[config.mk]
export PLATFORM = sky130hd
export DESIGN_NAME = clock_time_set_menu
export DESIGN_NICKNAME = d
export VERILOG_FILES = /design/src/ctsm_pkg.sv /design/src/clock_time_set_menu.sv /design/src/ctsm_fifo.sv /design/src/ctsm_front.sv /design/src/ctsm_back.sv
export SDC_FILE = /design/constraint.sdc
export NUM_CORES = 1
export LEC_CHECK = 0
export ABC_CLOCK_PERIOD_IN_PS = 17700
export BUFFER_PORTS_ARGS = -buffer_cell sky130_fd_sc_hd__buf_2
export CAP_MARGIN = 15
export CORE_ASPECT_RATIO = 0.6
export CORE_MARGIN = 2
export CORE_UTILIZATION = 67
export CTS_CLUSTER_DIAMETER = 100
export DETAILED_ROUTE_END_ITERATION = 8
export PLACE_DENSITY = 0.87
export SYNTH_ARGS = -nofsm -noshare
export SYNTH_HDL_FRONTEND = slang
export SYNTH_HIERARCHICAL = 1
export SYNTH_SLANG_ARGS = --single-unit
[constraint.sdc]
create_clock -name clk_i -period 17.7 [get_ports clk_i]
set_input_delay 0.885 -clock clk_i [delete_from_list [all_inputs] [get_ports clk_i]]
set_output_delay 0.885 -clock clk_i [all_outputs]
set_load 0.01 [all_outputs]
[src/ctsm_pkg.sv]
`timescale 1ns / 1ps

package ctsm_pkg;

  // Default width of the stored millisecond stamps.
  localparam int TIME_BITS_DEF = 32;

  // Widths fixed by the item fields.
  localparam int LEVEL_W = 10;
  localparam int YEAR_W = 7;
  localparam int MONTH_W = 4;
  localparam int DAY_W = 5;
  localparam int HOUR_W = 5;
  localparam int MINUTE_W = 6;
  localparam int SECOND_W = 6;
  localparam int DIGIT_W = 4;
  localparam int MS_W = 16;
  localparam int STAMP_IN_W = 32;
  localparam int CFG_IDX_W = 3;
  localparam int BTN_W = 2;

  // Bits of a queued word beyond the timestamp.
  localparam int ITEM_FIXED_BITS = BTN_W + YEAR_W + MONTH_W + DAY_W + HOUR_W
                                   + MINUTE_W + SECOND_W;

  // Register reset values.
  localparam logic [LEVEL_W-1:0] SELECT_THR_RST = 10'd173;
  localparam logic [LEVEL_W-1:0] PLUS_THR_RST = 10'd512;
  localparam logic [LEVEL_W-1:0] MINUS_THR_RST = 10'd851;
  localparam logic [MS_W-1:0] DEBOUNCE_RST = 16'd50;
  localparam logic [MS_W-1:0] HOLD_RST = 16'd500;
  localparam logic [MS_W-1:0] DISP_INT_RST = 16'd100;

  // Field limits, held at the width of the widest field.
  localparam logic [YEAR_W-1:0] YEAR_HI = 7'd99;
  localparam logic [YEAR_W-1:0] MONTH_HI = 7'd12;
  localparam logic [YEAR_W-1:0] DAY_HI = 7'd31;
  localparam logic [YEAR_W-1:0] HOUR_HI = 7'd23;
  localparam logic [YEAR_W-1:0] MINUTE_HI = 7'd59;
  localparam logic [YEAR_W-1:0] LO_ZERO = 7'd0;
  localparam logic [YEAR_W-1:0] LO_ONE = 7'd1;

  // Configuration register indexes.
  typedef enum logic [CFG_IDX_W-1:0] {
    CFG_SELECT_THR = 3'd0,
    CFG_PLUS_THR   = 3'd1,
    CFG_MINUS_THR  = 3'd2,
    CFG_DEBOUNCE   = 3'd3,
    CFG_HOLD       = 3'd4,
    CFG_DISP_INT   = 3'd5
  } cfg_idx_e;

  // Button classes.
  typedef enum logic [BTN_W-1:0] {
    BTN_NONE   = 2'd0,
    BTN_SELECT = 2'd1,
    BTN_PLUS   = 2'd2,
    BTN_MINUS  = 2'd3
  } btn_e;

  // Menu state, one-hot.
  typedef enum logic [5:0] {
    MODE_RUN    = 6'b000001,
    MODE_YEAR   = 6'b000010,
    MODE_MONTH  = 6'b000100,
    MODE_DAY    = 6'b001000,
    MODE_HOUR   = 6'b010000,
    MODE_MINUTE = 6'b100000
  } mode_e;

  // Tens of a value below 128, by reciprocal multiplication.
  function automatic logic [DIGIT_W-1:0] div10(input logic [YEAR_W-1:0] v);
    logic [17:0] p;
    p = 18'(v) * 18'd205;
    return p[14:11];
  endfunction

  // Units of a value below 128.
  function automatic logic [DIGIT_W-1:0] mod10(input logic [YEAR_W-1:0] v);
    logic [DIGIT_W-1:0] t;
    logic [YEAR_W-1:0] r;
    t = div10(v);
    r = v - YEAR_W'(t) * 7'd10;
    return r[DIGIT_W-1:0];
  endfunction

  // Plus wraps above the high end to the low end; minus at or below the
  // low end wraps to the high end.
  function automatic logic [YEAR_W-1:0] step_field(input logic [YEAR_W-1:0] v,
                                                   input btn_e btn,
                                                   input logic [YEAR_W-1:0] lo,
                                                   input logic [YEAR_W-1:0] hi);
    logic [YEAR_W:0] inc;
    logic [YEAR_W-1:0] res;
    inc = {1'b0, v} + 8'd1;
    case (btn)
      BTN_PLUS: res = (inc > {1'b0, hi}) ? lo : inc[YEAR_W-1:0];
      BTN_MINUS: res = (v <= lo) ? hi : v - 7'd1;
      default: res = v;
    endcase
    return res;
  endfunction

endpackage

[src/clock_time_set_menu.sv]
`timescale 1ns / 1ps
// Path: a result word leaves after its poll word has passed through the
// two-entry queue and then through the output register.
// Throughput: one word per cycle while the output does not stall.
// Reset: asynchronous, active low; registers return to their defaults, the
// menu returns to running and the shown digits and timestamps clear to zero.
module clock_time_set_menu #(
  parameter int TimeBits = ctsm_pkg::TIME_BITS_DEF
) (
  input  logic                              clk_i,
  input  logic                              rst_ni,
  input  logic                              cfg_valid_i,
  output logic                              cfg_ready_o,
  input  logic [ctsm_pkg::CFG_IDX_W-1:0]    cfg_index_i,
  input  logic [ctsm_pkg::MS_W-1:0]         cfg_data_i,
  input  logic                              in_valid_i,
  output logic                              in_stall_o,
  input  logic [ctsm_pkg::STAMP_IN_W-1:0]   now_ms_i,
  input  logic [ctsm_pkg::LEVEL_W-1:0]      button_level_i,
  input  logic [ctsm_pkg::YEAR_W-1:0]       rtc_year_i,
  input  logic [ctsm_pkg::MONTH_W-1:0]      rtc_month_i,
  input  logic [ctsm_pkg::DAY_W-1:0]        rtc_day_i,
  input  logic [ctsm_pkg::HOUR_W-1:0]       rtc_hour_i,
  input  logic [ctsm_pkg::MINUTE_W-1:0]     rtc_minute_i,
  input  logic [ctsm_pkg::SECOND_W-1:0]     rtc_second_i,
  output logic                              out_valid_o,
  input  logic                              out_stall_i,
  output logic [ctsm_pkg::DIGIT_W-1:0]      digit0_o,
  output logic [ctsm_pkg::DIGIT_W-1:0]      digit1_o,
  output logic [ctsm_pkg::DIGIT_W-1:0]      digit2_o,
  output logic [ctsm_pkg::DIGIT_W-1:0]      digit3_o,
  output logic                              time_write_o,
  output logic [ctsm_pkg::YEAR_W-1:0]       set_year_o,
  output logic [ctsm_pkg::MONTH_W-1:0]      set_month_o,
  output logic [ctsm_pkg::DAY_W-1:0]        set_day_o,
  output logic [ctsm_pkg::HOUR_W-1:0]       set_hour_o,
  output logic [ctsm_pkg::MINUTE_W-1:0]     set_minute_o
);

  import ctsm_pkg::*;

  localparam int ItemBits = TimeBits + ITEM_FIXED_BITS;

  logic [LEVEL_W-1:0]  select_thr_q, plus_thr_q, minus_thr_q;
  logic [MS_W-1:0]     debounce_q, hold_q, disp_int_q;
  logic                q_full, q_push, q_valid, q_pop;
  btn_e                front_btn;
  logic [TimeBits-1:0] now_t;
  logic [ItemBits-1:0] q_wdata, q_rdata;
  logic [TimeBits-1:0] b_now;
  logic [BTN_W-1:0]    b_btn;
  logic [YEAR_W-1:0]   b_year;
  logic [MONTH_W-1:0]  b_month;
  logic [DAY_W-1:0]    b_day;
  logic [HOUR_W-1:0]   b_hour;
  logic [MINUTE_W-1:0] b_minute;
  logic [SECOND_W-1:0] b_second;

  // Configuration registers; writes are always taken.
  assign cfg_ready_o = 1'b1;

  always_ff @(posedge clk_i or negedge rst_ni) begin
    if (!rst_ni) begin
      select_thr_q <= SELECT_THR_RST;
      plus_thr_q   <= PLUS_THR_RST;
      minus_thr_q  <= MINUS_THR_RST;
      debounce_q   <= DEBOUNCE_RST;
      hold_q       <= HOLD_RST;
      disp_int_q   <= DISP_INT_RST;
    end else if (cfg_valid_i) begin
      case (cfg_index_i)
        CFG_SELECT_THR: select_thr_q <= cfg_data_i[LEVEL_W-1:0];
        CFG_PLUS_THR: plus_thr_q <= cfg_data_i[LEVEL_W-1:0];
        CFG_MINUS_THR: minus_thr_q <= cfg_data_i[LEVEL_W-1:0];
        CFG_DEBOUNCE: debounce_q <= cfg_data_i;
        CFG_HOLD: hold_q <= cfg_data_i;
        CFG_DISP_INT: disp_int_q <= cfg_data_i;
        default: begin
        end
      endcase
    end
  end

  // Front end: classify the ladder level and hand the word to the queue.
  ctsm_front u_front (
    .in_valid_i     (in_valid_i),
    .in_stall_o     (in_stall_o),
    .button_level_i (button_level_i),
    .select_thr_i   (select_thr_q),
    .plus_thr_i     (plus_thr_q),
    .minus_thr_i    (minus_thr_q),
    .q_full_i       (q_full),
    .push_o         (q_push),
    .btn_o          (front_btn)
  );

  // Stamps are kept at the configured width.
  assign now_t   = TimeBits'(now_ms_i);
  assign q_wdata = {now_t, front_btn, rtc_year_i, rtc_month_i, rtc_day_i,
                    rtc_hour_i, rtc_minute_i, rtc_second_i};

  ctsm_fifo #(
    .Width (ItemBits)
  ) u_fifo (
    .clk_i   (clk_i),
    .rst_ni  (rst_ni),
    .push_i  (q_push),
    .data_i  (q_wdata),
    .full_o  (q_full),
    .pop_i   (q_pop),
    .valid_o (q_valid),
    .data_o  (q_rdata)
  );

  assign {b_now, b_btn, b_year, b_month, b_day, b_hour, b_minute, b_second} = q_rdata;

  // Back end: menu state, display refresh and the output register.
  ctsm_back #(
    .TimeBits (TimeBits)
  ) u_back (
    .clk_i        (clk_i),
    .rst_ni       (rst_ni),
    .item_valid_i (q_valid),
    .item_pop_o   (q_pop),
    .now_i        (b_now),
    .btn_i        (btn_e'(b_btn)),
    .rtc_year_i   (b_year),
    .rtc_month_i  (b_month),
    .rtc_day_i    (b_day),
    .rtc_hour_i   (b_hour),
    .rtc_minute_i (b_minute),
    .rtc_second_i (b_second),
    .debounce_i   (debounce_q),
    .hold_i       (hold_q),
    .disp_int_i   (disp_int_q),
    .out_valid_o  (out_valid_o),
    .out_stall_i  (out_stall_i),
    .digit0_o     (digit0_o),
    .digit1_o     (digit1_o),
    .digit2_o     (digit2_o),
    .digit3_o     (digit3_o),
    .time_write_o (time_write_o),
    .set_year_o   (set_year_o),
    .set_month_o  (set_month_o),
    .set_day_o    (set_day_o),
    .set_hour_o   (set_hour_o),
    .set_minute_o (set_minute_o)
  );

endmodule

[src/ctsm_fifo.sv]
`timescale 1ns / 1ps

module ctsm_fifo #(
  parameter int Width = 67
) (
  input  logic             clk_i,
  input  logic             rst_ni,
  input  logic             push_i,
  input  logic [Width-1:0] data_i,
  output logic             full_o,
  input  logic             pop_i,
  output logic             valid_o,
  output logic [Width-1:0] data_o
);

  logic [Width-1:0] mem_q [2];
  logic             wr_ptr_q, wr_ptr_d;
  logic             rd_ptr_q, rd_ptr_d;
  logic [1:0]       count_q, count_d;

  assign full_o  = count_q[1];
  assign valid_o = (count_q != 2'd0);
  assign data_o  = mem_q[rd_ptr_q];

  // Pointer and fill count update.
  always_comb begin
    wr_ptr_d = wr_ptr_q ^ push_i;
    rd_ptr_d = rd_ptr_q ^ pop_i;
    count_d  = count_q + {1'b0, push_i} - {1'b0, pop_i};
  end

  always_ff @(posedge clk_i or negedge rst_ni) begin
    if (!rst_ni) begin
      wr_ptr_q <= 1'b0;
      rd_ptr_q <= 1'b0;
      count_q  <= 2'd0;
    end else begin
      wr_ptr_q <= wr_ptr_d;
      rd_ptr_q <= rd_ptr_d;
      count_q  <= count_d;
    end
  end

  // Storage needs no reset.
  always_ff @(posedge clk_i) begin
    if (push_i) begin
      mem_q[wr_ptr_q] <= data_i;
    end
  end

endmodule

[src/ctsm_front.sv]
`timescale 1ns / 1ps

module ctsm_front (
  input  logic                           in_valid_i,
  output logic                           in_stall_o,
  input  logic [ctsm_pkg::LEVEL_W-1:0]   button_level_i,
  input  logic [ctsm_pkg::LEVEL_W-1:0]   select_thr_i,
  input  logic [ctsm_pkg::LEVEL_W-1:0]   plus_thr_i,
  input  logic [ctsm_pkg::LEVEL_W-1:0]   minus_thr_i,
  input  logic                           q_full_i,
  output logic                           push_o,
  output ctsm_pkg::btn_e                 btn_o
);

  import ctsm_pkg::*;

  // A word is taken whenever the queue has room.
  assign in_stall_o = q_full_i;
  assign push_o     = in_valid_i && !q_full_i;

  // Threshold tests in fixed order: select, then plus, then minus.
  always_comb begin
    if (button_level_i < select_thr_i) begin
      btn_o = BTN_SELECT;
    end else if (button_level_i < plus_thr_i) begin
      btn_o = BTN_PLUS;
    end else if (button_level_i < minus_thr_i) begin
      btn_o = BTN_MINUS;
    end else begin
      btn_o = BTN_NONE;
    end
  end

endmodule

[src/ctsm_back.sv]
`timescale 1ns / 1ps

module ctsm_back #(
  parameter int TimeBits = ctsm_pkg::TIME_BITS_DEF
) (
  input  logic                            clk_i,
  input  logic                            rst_ni,
  input  logic                            item_valid_i,
  output logic                            item_pop_o,
  input  logic [TimeBits-1:0]             now_i,
  input  ctsm_pkg::btn_e                  btn_i,
  input  logic [ctsm_pkg::YEAR_W-1:0]     rtc_year_i,
  input  logic [ctsm_pkg::MONTH_W-1:0]    rtc_month_i,
  input  logic [ctsm_pkg::DAY_W-1:0]      rtc_day_i,
  input  logic [ctsm_pkg::HOUR_W-1:0]     rtc_hour_i,
  input  logic [ctsm_pkg::MINUTE_W-1:0]   rtc_minute_i,
  input  logic [ctsm_pkg::SECOND_W-1:0]   rtc_second_i,
  input  logic [ctsm_pkg::MS_W-1:0]       debounce_i,
  input  logic [ctsm_pkg::MS_W-1:0]       hold_i,
  input  logic [ctsm_pkg::MS_W-1:0]       disp_int_i,
  output logic                            out_valid_o,
  input  logic                            out_stall_i,
  output logic [ctsm_pkg::DIGIT_W-1:0]    digit0_o,
  output logic [ctsm_pkg::DIGIT_W-1:0]    digit1_o,
  output logic [ctsm_pkg::DIGIT_W-1:0]    digit2_o,
  output logic [ctsm_pkg::DIGIT_W-1:0]    digit3_o,
  output logic                            time_write_o,
  output logic [ctsm_pkg::YEAR_W-1:0]     set_year_o,
  output logic [ctsm_pkg::MONTH_W-1:0]    set_month_o,
  output logic [ctsm_pkg::DAY_W-1:0]      set_day_o,
  output logic [ctsm_pkg::HOUR_W-1:0]     set_hour_o,
  output logic [ctsm_pkg::MINUTE_W-1:0]   set_minute_o
);

  import ctsm_pkg::*;

  mode_e                 mode_q, mode_d;
  logic [YEAR_W-1:0]     year_q, year_d;
  logic [MONTH_W-1:0]    month_q, month_d;
  logic [DAY_W-1:0]      day_q, day_d;
  logic [HOUR_W-1:0]     hour_q, hour_d;
  logic [MINUTE_W-1:0]   minute_q, minute_d;
  btn_e                  prev_btn_q, prev_btn_d;
  logic [TimeBits-1:0]   press_time_q, press_time_d;
  logic [TimeBits-1:0]   disp_time_q, disp_time_d;
  logic [SECOND_W-1:0]   shown_sec_q, shown_sec_d;
  logic [DIGIT_W-1:0]    dig_q [4];
  logic [DIGIT_W-1:0]    dig_d [4];
  logic [TimeBits-1:0]   since_press, since_disp;
  logic                  press, write;
  logic [YEAR_W-1:0]     field_val;
  logic [DIGIT_W-1:0]    field_idx;
  logic                  out_valid_q;
  logic                  pop;

  // Take a queued word whenever the output register is free or draining.
  assign pop        = item_valid_i && (!out_valid_q || !out_stall_i);
  assign item_pop_o = pop;

  // Button handling: debounce, hold repeat and the menu walk.
  always_comb begin
    mode_d       = mode_q;
    year_d       = year_q;
    month_d      = month_q;
    day_d        = day_q;
    hour_d       = hour_q;
    minute_d     = minute_q;
    prev_btn_d   = prev_btn_q;
    press_time_d = press_time_q;
    write        = 1'b0;
    since_press  = now_i - press_time_q;
    press = ((btn_i != prev_btn_q) && (since_press > TimeBits'(debounce_i)))
            || (since_press > TimeBits'(hold_i));
    if (press) begin
      case (mode_q)
        MODE_RUN: begin
          if (btn_i == BTN_SELECT) begin
            year_d   = rtc_year_i;
            month_d  = rtc_month_i;
            day_d    = rtc_day_i;
            hour_d   = rtc_hour_i;
            minute_d = rtc_minute_i;
            mode_d   = MODE_YEAR;
          end
        end
        MODE_YEAR: begin
          if (btn_i == BTN_SELECT) begin
            mode_d = MODE_MONTH;
          end else begin
            year_d = step_field(year_q, btn_i, LO_ZERO, YEAR_HI);
          end
        end
        MODE_MONTH: begin
          if (btn_i == BTN_SELECT) begin
            mode_d = MODE_DAY;
          end else begin
            month_d = MONTH_W'(step_field(YEAR_W'(month_q), btn_i, LO_ONE, MONTH_HI));
          end
        end
        MODE_DAY: begin
          if (btn_i == BTN_SELECT) begin
            mode_d = MODE_HOUR;
          end else begin
            day_d = DAY_W'(step_field(YEAR_W'(day_q), btn_i, LO_ONE, DAY_HI));
          end
        end
        MODE_HOUR: begin
          if (btn_i == BTN_SELECT) begin
            mode_d = MODE_MINUTE;
          end else begin
            hour_d = HOUR_W'(step_field(YEAR_W'(hour_q), btn_i, LO_ZERO, HOUR_HI));
          end
        end
        MODE_MINUTE: begin
          if (btn_i == BTN_SELECT) begin
            write  = 1'b1;
            mode_d = MODE_RUN;
          end else begin
            minute_d = MINUTE_W'(step_field(YEAR_W'(minute_q), btn_i, LO_ZERO,
                                            MINUTE_HI));
          end
        end
        default: begin
          mode_d = MODE_RUN;
        end
      endcase
      prev_btn_d   = btn_i;
      press_time_d = now_i;
    end
  end

  // Field shown for the menu state after button handling.
  always_comb begin
    case (mode_d)
      MODE_YEAR: begin
        field_idx = 4'd1;
        field_val = year_d;
      end
      MODE_MONTH: begin
        field_idx = 4'd2;
        field_val = YEAR_W'(month_d);
      end
      MODE_DAY: begin
        field_idx = 4'd3;
        field_val = YEAR_W'(day_d);
      end
      MODE_HOUR: begin
        field_idx = 4'd4;
        field_val = YEAR_W'(hour_d);
      end
      MODE_MINUTE: begin
        field_idx = 4'd5;
        field_val = YEAR_W'(minute_d);
      end
      default: begin
        field_idx = 4'd0;
        field_val = '0;
      end
    endcase
  end

  // Display refresh, once per interval.
  always_comb begin
    dig_d       = dig_q;
    shown_sec_d = shown_sec_q;
    disp_time_d = disp_time_q;
    since_disp  = now_i - disp_time_q;
    if (since_disp > TimeBits'(disp_int_i)) begin
      if (mode_d == MODE_RUN) begin
        if (rtc_second_i != shown_sec_q) begin
          dig_d[3]    = mod10(YEAR_W'(rtc_second_i));
          dig_d[2]    = div10(YEAR_W'(rtc_second_i));
          dig_d[1]    = mod10(YEAR_W'(rtc_minute_i));
          dig_d[0]    = div10(YEAR_W'(rtc_minute_i));
          shown_sec_d = rtc_second_i;
        end
      end else begin
        dig_d[0] = field_idx;
        dig_d[1] = 4'd0;
        dig_d[2] = div10(field_val);
        dig_d[3] = mod10(field_val);
      end
      disp_time_d = now_i;
    end
  end

  // Control state.
  always_ff @(posedge clk_i or negedge rst_ni) begin
    if (!rst_ni) begin
      mode_q       <= MODE_RUN;
      year_q       <= '0;
      month_q      <= MONTH_W'(1);
      day_q        <= DAY_W'(1);
      hour_q       <= '0;
      minute_q     <= '0;
      prev_btn_q   <= BTN_NONE;
      press_time_q <= '0;
      disp_time_q  <= '0;
      shown_sec_q  <= '0;
      dig_q        <= '{default: '0};
      out_valid_q  <= 1'b0;
    end else begin
      if (pop) begin
        mode_q       <= mode_d;
        year_q       <= year_d;
        month_q      <= month_d;
        day_q        <= day_d;
        hour_q       <= hour_d;
        minute_q     <= minute_d;
        prev_btn_q   <= prev_btn_d;
        press_time_q <= press_time_d;
        disp_time_q  <= disp_time_d;
        shown_sec_q  <= shown_sec_d;
        dig_q        <= dig_d;
        out_valid_q  <= 1'b1;
      end else if (!out_stall_i) begin
        out_valid_q <= 1'b0;
      end
    end
  end

  // Output word register; the set fields read zero unless a write is issued.
  always_ff @(posedge clk_i) begin
    if (pop) begin
      time_write_o <= write;
      set_year_o   <= write ? year_d : '0;
      set_month_o  <= write ? month_d : '0;
      set_day_o    <= write ? day_d : '0;
      set_hour_o   <= write ? hour_d : '0;
      set_minute_o <= write ? minute_d : '0;
    end
  end

  assign out_valid_o = out_valid_q;
  assign digit0_o    = dig_q[0];
  assign digit1_o    = dig_q[1];
  assign digit2_o    = dig_q[2];
  assign digit3_o    = dig_q[3];

endmodule
# Word-level counts from Yosys, hierarchy flattened
# Memory sizes are Yosys's and may differ from the RTL's.
# Cells that the tools add are included.
[totals] regBits=232 mem_bits_rw=134 in_bits=99 output_inout_bits=47 wordCells=173 memories=1
[memory_table] name="u_fifo.mem_q" words=2 word_bits=67 read_ports=1 rd_clocked_by_memory_dff=0 wr=1 line_no="ctsm_fifo.sv:16" source="logic [Width-1:0] mem_q [2];"
[classes] add_sub_neg=17 n_mul=6 magnitude_cmp=16 n_eq_ne=24 mux=57 n_bitwise=2 n_reduce_logical=20
[op_table] operator="$gt 32x16->1" n=3
[op_table] operator="$mux 6" n=12
[op_table] operator="$sub 32x32->32" n=2
[op_table] operator="$mux 5" n=10
[op_table] operator="$pmux 5 s2" n=4
[op_table] operator="$pmux 6 s6" n=1
[op_table] operator="$mux 7" n=5
[op_table] operator="$pmux 7 s5" n=1
[op_table] operator="$mux 16" n=2
[op_table] operator="$lt 10x10->1" n=3
[op_table] operator="$mul 6x8->14 const B" n=2
[op_table] operator="$pmux 7 s2" n=2
[op_table] operator="$pmux 6 s2" n=2
[op_table] operator="$mux 4" n=5
[op_table] operator="$pmux 4 s2" n=2
[op_table] operator="$reduce_and 2->1" n=8
[op_table] operator="$mul 7x8->15 const B" n=1
[op_table] operator="$pmux 3 s5" n=1
[op_table] operator="$add 5x1->6 const B" n=2
[op_table] operator="$eq 6x1->1 const B" n=2
[op_table] operator="$eq 6x2->1 const B" n=2
[op_table] operator="$eq 6x3->1 const B" n=2
[op_table] operator="$eq 6x4->1 const B" n=2
[op_table] operator="$eq 6x5->1 const B" n=2
[op_table] operator="40 further kinds" n=64

# Depth between registers and ports, before layout
# Gate-level depths: netlist of run 1.
[logic_depth] ltp_word=12 mapped_depth=52 ltp_nobuf=49

# Hierarchy
# Netlist of run 1, hierarchy kept.
[by_module_without_submodules] module="ctsm_back" n_inst=1 cells_each=1968 area_each_um2=15851.5 seq_area_each_um2=3872.5
[by_module_without_submodules] module="ctsm_fifo" n_inst=1 cells_each=224 area_each_um2=5129.9 seq_area_each_um2=4124.0
[by_module_without_submodules] module="clock_time_set_menu" n_inst=1 cells_each=171 area_each_um2=3054.2 seq_area_each_um2=1981.9
[by_module_without_submodules] module="ctsm_front" n_inst=1 cells_each=96 area_each_um2=714.4 seq_area_each_um2=0.0

# Least setup slack after synthesis of run 1
# OpenSTA, ideal clock, no wires.
[synth_path] path_type="register -> register" start="register u_fifo.rd_ptr_q" end="register u_back.dig_q, in the netlist u_back/digit3_o[3]" setup_time_ps=82 t_arrival_ps=10429 t_required_ps=17618 slack_ps=7189 path_stages_with_launch=53 n_path_buf=6 period_less_slack_ps=10511 path_cell_list="dfrtp_1 -> buf_6 -> buf_6 -> buf_8 -> mux2_4 -> ha_1 -> a21o_1 -> a21oi_1 -> nand2_1 -> a21o_1 -> a21o_1 -> a21oi_1 -> o21bai_1 -> xor2_1 -> ha_1 -> a21oi_1 -> nor2_1 -> a211oi_1 -> (+17 left out) -> inv_1 -> fa_1 -> inv_1 -> ha_1 -> nand3_1 -> nand2_1 -> a21o_1 -> a21oi_1 -> mux2_2 -> a31oi_1 -> o21ai_0 -> nor2_2 -> ha_1 -> inv_1 -> fa_1 -> xnor2_1 -> xnor3_1 -> a31oi_1"
[synth_via] elab_chain_cells=12 word_cells_on_any_way=63 classes_between="add/sub: 4; mul: 4; order compare: 3; eq/ne: 12; mux: 36; reduce/logical: 3; memory: 1"
[synth_lines] element="from (decl)" line_no="ctsm_fifo.sv:18" source="logic rd_ptr_q, rd_ptr_d;"
[synth_lines] element="from (signal assigned)" line_no="ctsm_fifo.sv:39" source="rd_ptr_q <= rd_ptr_d;"
[synth_lines] element="$mem_v2 2x67 (*)"
[synth_lines] element="named net q_rdata[38]" line_no="clock_time_set_menu.sv:49" source="logic [ItemBits-1:0] q_wdata, q_rdata;"
[synth_lines] element="$sub 32x32->32" line_no="ctsm_back.sv:71" source="since_press = now_i - press_time_q;"
[synth_lines] element="$gt 32x16->1" line_no="ctsm_back.sv:72" source="press = ((btn_i != prev_btn_q) && (since_press > TimeBits'(debounce_i)))"
[synth_lines] element="$logic_and 1x1->1" line_no="ctsm_back.sv:72"
[synth_lines] element="$logic_or 1x1->1" line_no="ctsm_back.sv:73" source="|| (since_press > TimeBits'(hold_i));"
[synth_lines] element="$mux 6" line_no="ctsm_back.sv:74" source="if (press) begin"
[synth_lines] element="$eq 6x6->1 (tied with other cells)" line_no="ctsm_back.sv:134" source="case (mode_d)"
[synth_lines] element="$pmux 7 s5" line_no="ctsm_back.sv:134"
[synth_lines] element="$mul 7x8->15" line_no="ctsm_pkg.sv:74" source="p = 18'(v) * 18'd205;"
[synth_lines] element="$mul 4x3->3" line_no="ctsm_pkg.sv:83" source="r = v - YEAR_W'(t) * 7'd10;"
[synth_lines] element="$sub 4x4->4" line_no="ctsm_pkg.sv:83"
[synth_lines] element="$mux 16" line_no="ctsm_back.sv:169" source="if (mode_d == MODE_RUN) begin"
[synth_lines] element="to (signal assigned)" line_no="ctsm_back.sv:214" source="dig_q <= dig_d;"
[synth_lines] element="to (decl)" line_no="ctsm_back.sv:47" source="logic [DIGIT_W-1:0] dig_q [4];"
# Mark *: on every way through the listed nets, which the timed path passes. The rest lies on a longest branch. The select of a mux whose other input is x is not followed.
# A chain may end at the register's enable or synchronous reset.

# Worst setup path after layout of run 1
# Same ends and word-level chain as after synthesis.

==> qor.csv, run 1 <==
stage,metric,value,unit
outcome,status,completed,
routing,drc_errors,0,
timing,min_period_over_period,73.6,%
timing,finalSetupTns,0,ns
final_layout,final-seq-area,9980,µm²
place,dp.cells,2977,
final_layout,fin_nets,2902,
yosys,avgSynthCellArea,10.1,µm²
cts,cts.clk_slew.worst_paths,0.07,ns
yosys,synth.most_common_cell,inv_1,
timing,worst_clock_skew,0.0170,ns
yosys,synthCells,2459,
setup_path,reg2reg_from,u_fifo/rd_ptr_q,
timing,slew_headroom,18.0,%
setup_path,critical_path_required,18.14,ns
place,gp_congestion,0.968,
timing,hold_viol_final,0,
routing,wl_per_cell,21.4,µm
floorplanning,dieArea,38500,µm²
cts,cts_hold_buf,0,
setup_path,r2r_slack,4.67,ns
cts,clkLatencyLatePin,0.53,ns
floorplanning,core_area,36300,µm²
yosys,yosysSeqAreaShare,40.3,%
setup_path,crit_family,compound AO/OA/AOI/OAI gates,
global_routing,grt_pass1_wl,104000,µm
routing,wirelength,65300,µm
final_layout,multi_input_area,13300,µm²
routing,via_per_inst,6.48,
final_layout,synthToLayoutAreaGrowth,8.62,%
cts,cts_root_buffer,clkbuf_16,
cts,cts-resized-gates,0,
cts,cts_tree,built,
floorplanning,rows,54,
setup_path,endpoint_kind,register,
hold_path,hold_class,primary input to async pin,
global_routing,grt_pass1_vias,19100,
final_layout,instances_no_fill,3045,
yosys,synth_warnings,6,
floorplanning,initial_core_util,68.1,%
yosys,synth-edff-count,162,
yosys,synth_top_cell_by_area,edfxtp_1,
yosys,synth_cell_type_count,99,
yosys,synth_ff_type,dfrtp_1,
run,cap_violations,0,
timing,clock.fmax,0.0767,GHz
yosys,netlist_area,24700,µm²
floorplanning,die_h,153,µm
yosys,synth_common_cells,"258 x inv_1, 237 x ha_1, 177 x nor2_1",
cts,cts_setup_buffers,0,
yosys,synth_area_leaders,"edfxtp_1 20%, dfrtp_1 18%, ha_1 12%",
timing,worst_slew_pin_slew,1.23,ns
setup_path,worstSetupStartpointType,register,
yosys,ys_seq_elements,365,
cts,cts.sinks,365,
cts,htree_levels,2,
yosys,async_reset_ff_share,55.6,%
floorplanning,io-pin-count,146,
setup_path,reg2reg_to,u_back/digit3_o[3],
timing,period_needed,13.03,ns
setup_path,ff2ff_path_depth,47,
routing,ant_nets,0,
setup_path,slowest_stage,or4_1,
setup_path,critPathArrivalTime,13.48,ns
timing,rsz0062_at_grt,false,
floorplanning,fp.dieW,252,µm
setup_path,crit_fanout,37,
place,place_hpwl,47800,µm
global_routing,antenna_found_initial,4,
yosys,synth_fp_nets,2820,
final_layout,n_fill_cell,2523,
final_layout,layout-drive-gt1-share,19.2,%
yosys,yosys.area.top_type_share,19.7,%
global_routing,grtUsageTotal,33.8,%
cts,clockBufferDepth,3,
routing,drt_iter0_drc,2741,
timing,maxSlewViolCount,0,
global_routing,grt-ovfl-total,0,
cts,numCtsBuffers,36,
setup_path,critical_path_class,register to register,
setup_path,path_buf_inv,6,
global_routing,grt_start_max_net_pins,86,
place,port-buffer-count,143,
routing,drt_first_pass_iters,7,
routing,vias,19700,
setup_path,cp_slowest_stage_delay,0.97,ns
timing,setup_viol,0,
-- per-stage QoR --
step	util [%]	cell area (µm²)	hold WS (ns)	setup slack (ns)
floorplan	-	24800	0.454	7.19
global placement	70.7	25700	0.485	5.44
detailed placement	70.7	25700	0.493	4.90
CTS	73.9	26900	0.426	4.87
global route	74.0	26900	0.458	3.90
finish	74.0	26900	0.411	4.67
-- worst register-to-register path: cells and delay by family, from the launching register on --
kind	cells	cell delay, ns
and+or+nand+nor	11	2.53
buffers and inverters	6	1.02
muxes	2	0.89
DFF	1	0.76
xor gates and xnor gates	3	0.90
AOI/OAI and AO/OA	17	3.98
adders and majority gates	8	2.85
-- sequential cells by signal, indices dropped and copies added, names as in the netlist, 5 cells and up --
register,count
u_back/year_q,7
u_back/disp_time_q,32
disp_int_q,16
u_back/set_year_o,7
select_thr_q,10
u_back/minute_q,6
u_back/shown_sec_q,6
u_back/set_hour_o,5
u_fifo/mem_q,134
hold_q,16
u_back/day_q,5
u_back/mode_q,6
u_back/press_time_q,32
u_back/hour_q,5
plus_thr_q,10
u_back/set_day_o,5
debounce_q,16
u_back/set_minute_o,6
minus_thr_q,10
-- per-layer routing --
layer	vias up	routed length, µm	track usage [%]
met4	2	1040	6.42
li1	8986	-	-
met5	-	13	0
met3	122	7590	8.24
met1	9533	28900	51.1
met2	1103	27800	49.9
-- kinds of logic (layout without fill, tap and decap cells) --
group | after synthesis | in the layout | share of synthesized area [%]
xor+xnor | 82 | 82 | 3.02
buf+inv | 372 | 480 | 6.11
other cells | 2 | 4 | 0.0303
simple gates | 571 | 571 | 11.2
mux | 206 | 206 | 9.79
flops | 365 | 365 | 40.3
fa+ha+maj | 262 | 262 | 14.0
compound gates | 599 | 599 | 15.6
-- layout make-up --
class / instances / area share (%)
clock inverters: 13 / 0.405
flip-flops and latches: 365 / 37.1
clock buffers: 51 / 3.95
well taps: 476 / 2.22
diodes: 2 / 0.0186
inverters: 258 / 3.60
repair buffers: 158 / 3.13
multi-input cells: 1722 / 49.6
-- worst max path at each step --
stage / start / endpoint / slack [ns] / depth (start not counted)
final: u_fifo/rd_ptr_q / u_back/digit3_o[3] / 4.67 / 47
after global routing: u_fifo/rd_ptr_q / u_back/digit3_o[3] / 3.90 / 46
after CTS: u_fifo/rd_ptr_q / u_back/digit3_o[3] / 4.87 / 47
after detailed placement: u_fifo/rd_ptr_q / u_back/digit3_o[3] / 4.90 / 47
after global placement: u_fifo/rd_ptr_q / u_back/digit3_o[3] / 5.44 / 47
after floorplan: u_fifo/rd_ptr_q / u_back/digit3_o[3] / 7.19 / 52
-- cell usage in the layout, fill, tap and decap left out, types with 7 or more instances in the layout --
| cell type | n |
|---|---|
| dfrtp_1 | 175 |
| o21bai_1 | 13 |
| o211ai_1 | 14 |
| nor4_1 | 11 |
| buf_2 | 142 |
| a22o_1 | 12 |
| o31ai_1 | 8 |
| a21o_1 | 46 |
| nor3_1 | 32 |
| a21oi_1 | 174 |
| or2_2 | 12 |
| o221ai_1 | 7 |
| xnor2_1 | 49 |
| a22oi_1 | 21 |
| nor2b_1 | 16 |
| clkbuf_1 | 8 |
| nand2b_1 | 25 |
| nand3_1 | 39 |
| mux2_4 | 30 |
| mux2_2 | 165 |
| xor2_1 | 31 |
| nor2_1 | 177 |
| mux2i_1 | 10 |
| fa_1 | 25 |
| inv_1 | 258 |
| buf_4 | 14 |
| ha_1 | 235 |
| a31oi_1 | 26 |
| nand4_1 | 31 |
| edfxtp_1 | 162 |
| a211oi_1 | 16 |
| nand2_1 | 157 |
| o21ai_0 | 144 |
| clkbuf_16 | 39 |
| dfstp_2 | 27 |
| o22ai_1 | 17 |
| o21a_1 | 16 |
| and3_1 | 14 |
Power of run 1 is not shown: default switching activity piles up to over one toggle a cycle in this logic, so the estimate is an artifact.
==> run 2, diff against run 1 <==
--- a/config.mk
+++ b/config.mk
@@ -5,15 +5,15 @@
 export SDC_FILE = /design/constraint.sdc
 export NUM_CORES = 1
 export LEC_CHECK = 0
-export ABC_CLOCK_PERIOD_IN_PS = 17700
+export ABC_CLOCK_PERIOD_IN_PS = 12250
 export BUFFER_PORTS_ARGS = -buffer_cell sky130_fd_sc_hd__buf_2
 export CAP_MARGIN = 15
 export CORE_ASPECT_RATIO = 0.6
 export CORE_MARGIN = 2
-export CORE_UTILIZATION = 67
+export CORE_UTILIZATION = 63
 export CTS_CLUSTER_DIAMETER = 100
 export DETAILED_ROUTE_END_ITERATION = 8
-export PLACE_DENSITY = 0.87
+export PLACE_DENSITY = 0.82
 export SYNTH_ARGS = -nofsm -noshare
 export SYNTH_HDL_FRONTEND = slang
 export SYNTH_HIERARCHICAL = 1
==> constraint.sdc (replaced) <==
create_clock -name clk_i -period 12.25 [get_ports clk_i]
set_input_delay 0.6125 -clock clk_i [delete_from_list [all_inputs] [get_ports clk_i]]
set_output_delay 0.6125 -clock clk_i [all_outputs]
set_load 0.01 [all_outputs]
==> run 2 against run 1 <==
  * Register-to-register slack got worse by 3.9 ns
  * Critical path depth did not move
  * Clock skew rose by 0.0098 ns
  * Setup slack got worse by 3.9 ns
  * Final cell count rose by 1.7%
  * Via count fell by 1.7%
  * Final area rose by 0.54%
  * Core utilization fell by 4.5 points
  * Non-clock buffer count rose by 5
  * Die area rose by 6.2%
  * Sequential share of layout area fell by 0.20 points
==> qor.csv, run 2 (synthesis gave the netlist of run 1 again) <==
stage,metric,value,unit,change
outcome,status,completed,,unchanged
cts,cts.clk_slew.worst_paths,0.06,ns,was 0.07 ns
timing,finalSetupTns,0,ns,unchanged
cts,cts_hold_buf,0,,unchanged
final_layout,multi_input_area,13300,µm²,unchanged
setup_path,slowest_stage,dfrtp_4,,was or4_1
final_layout,top_regs,"u_fifo/mem_q x134, u_back/disp_time_q x32, u_back/press_time_q x32",,unchanged
routing,ant_nets,0,,unchanged
global_routing,grt.met2_usage,45.4,%,was 49.9%
cts,clkLatencyLatePin,0.56,ns,was 0.53 ns
cts,numCtsBuffers,36,,unchanged
place,dp.cells,3030,,"was 2,977"
cts,cts_root_buffer,clkbuf_16,,unchanged
routing,drc_errors,0,,unchanged
global_routing,grtUsageTotal,31.3,%,was 33.8%
final_layout,final-seq-area,9980,µm²,unchanged
routing,via_per_inst,6.27,,was 6.48
global_routing,grt_util_met3,7.67,%,was 8.24%
setup_path,critPathArrivalTime,11.92,ns,was 13.48 ns
floorplanning,die_h,158,µm,was 153 µm
place,placed_area,25800,µm²,"was 25,700 µm²"
global_routing,grt_pass1_vias,18600,,was 19.1k
timing,clock.fmax,0.0873,GHz,was 0.0767 GHz
setup_path,crit_top_cell,ha_1,,
final_layout,layout.cells.most_common,inv_1,,unchanged
setup_path,critical_path_required,12.71,ns,was 18.14 ns
hold_path,hold_class,primary input to async pin,,unchanged
routing,drt_iter0_drc,2300,,"was 2,741"
final_layout,n_fill_cell,2895,,"was 2,523"
global_routing,grt_pass1_wl,101000,µm,"was 104,000 µm"
routing,drt_first_pass_iters,8,,was 7
final_layout,final_cell_mix,"258 x inv_1, 235 x ha_1, 177 x nor2_1, 175 x dfrtp_1, 174 x a21oi_1",,unchanged
global_routing,grt-ovfl-total,0,,unchanged
floorplanning,rows,56,,was 54
timing,period_needed,11.46,ns,was 13.03 ns
place,port-buffer-count,143,,unchanged
floorplanning,dieArea,40900,µm²,"was 38,500 µm²"
final_layout,instances_no_fill,3098,,"was 3,045"
run,cap_violations,0,,unchanged
routing,vias,19400,,was 19.7k
cts,cts_setup_buffers,0,,unchanged
timing,maxSlewViolCount,0,,unchanged
setup_path,worstSetupStartpointType,register,,unchanged
timing,min_period_over_period,93.5,%,was 73.6%
final_layout,largest_reg_flops,134,,unchanged
routing,wirelength,63700,µm,"was 65,300 µm"
place,gp_congestion,0.974,,was 0.968
setup_path,reg2reg_from,u_fifo/rd_ptr_q,,unchanged
final_layout,regMostFlops,u_fifo/mem_q,,unchanged
floorplanning,fp.dieW,260,µm,was 252 µm
cts,cts-resized-gates,0,,unchanged
global_routing,top_usage_layer,met1,,unchanged
final_layout,synthToLayoutAreaGrowth,9.21,%,was 8.62%
timing,worst_slew_pin_slew,1.16,ns,was 1.23 ns
floorplanning,core_area,38900,µm²,"was 36,300 µm²"
cts,htree_levels,2,,unchanged
place,place_hpwl,46800,µm,"was 47,800 µm"
setup_path,endpoint_kind,register,,unchanged
routing,wl_per_cell,20.6,µm,was 21.4 µm
global_routing,grt_start_max_net_pins,88,,was 86
timing,slew_headroom,22.6,%,was 18.0%
floorplanning,io-pin-count,146,,unchanged
timing,hold_viol_final,0,,unchanged
final_layout,utilization,69.5,%,was 74.0%
floorplanning,initial_core_util,63.6,%,was 68.1%
global_routing,antenna_found_initial,2,,was 4
cts,cts.sinks,365,,unchanged
cts,cts_tree,built,,unchanged
final_layout,fin_nets,2907,,"was 2,902"
timing,worst_clock_skew,0.0268,ns,was 0.0170 ns
cts,clockBufferDepth,3,,unchanged
setup_path,critical_path_class,register to register,,unchanged
setup_path,critical_path.startpoint,u_fifo/rd_ptr_q,,unchanged
final_layout,design_area,27000,µm²,"was 26,900 µm²"
global_routing,met1_usage,47.6,%,was 51.1%
setup_path,cp_slowest_stage_delay,0.69,ns,was 0.97 ns
final_layout,layout-drive-gt1-share,19.3,%,was 19.2%
setup_path,crit_fanout,26,,was 37
timing,rsz0062_at_grt,false,,unchanged
timing,setup_viol,0,,unchanged
==> run 2: worst paths after layout <==
check	endpoint	slack, ns	cells after the start
max	u_back/digit3_o[3]	0.79	47
min	plus_thr_q[7]	0.11	1
max reg2reg	u_back/digit3_o[3]	0.79	47
min reg2reg	u_back/press_time_q[0]	0.49	2
max in group asynchronous	u_back/disp_time_q[10]	10.76	2
min in group clk_i	u_fifo/mem_q[0][8]	0.25	1
==> run 2: area by class of cell <==
class	instances	share of cell area, %
multi-input cells	1722	49.3
flip-flops and latches	365	36.9
clock buffers	47	3.64
inverters	258	3.58
repair buffers	163	3.24
well taps	522	2.42
clock inverters	19	0.889
diodes	2	0.0185
==> run 2: stage by stage <==
stage          worst slack, ns  hold slack (ns)
6_report                 0.794            0.113
5_1_grt                  0.106            0.145
4_1_cts                  0.857            0.136
3_5_place_dp             0.877            0.480
3_3_place_gp              1.20            0.477
2_1_floorplan             1.74            0.317
==> run 2: critical path: cells and delay by family (launching register included) <==
| family | cells | cell delay (ns) |
|---|---|---|
| buffers and inverters | 6 | 0.49 |
| adders and majority gates | 9 | 3.24 |
| and+or+nand+nor | 10 | 1.82 |
| muxes | 2 | 0.73 |
| xor gates and xnor gates | 3 | 0.80 |
| DFF | 1 | 0.69 |
| AOI/OAI and AO/OA | 17 | 3.57 |
==> run 2: metal layers <==
| layer | vias up | share of wire [%] |
|---|---|---|
| met5 | - | 0 |
| met4 | 0 | 1.8 |
| met3 | 106 | 11 |
| met2 | 1014 | 41 |
| met1 | 9305 | 46 |
| li1 | 8993 | - |
Power of run 2 is left out for the same reason.
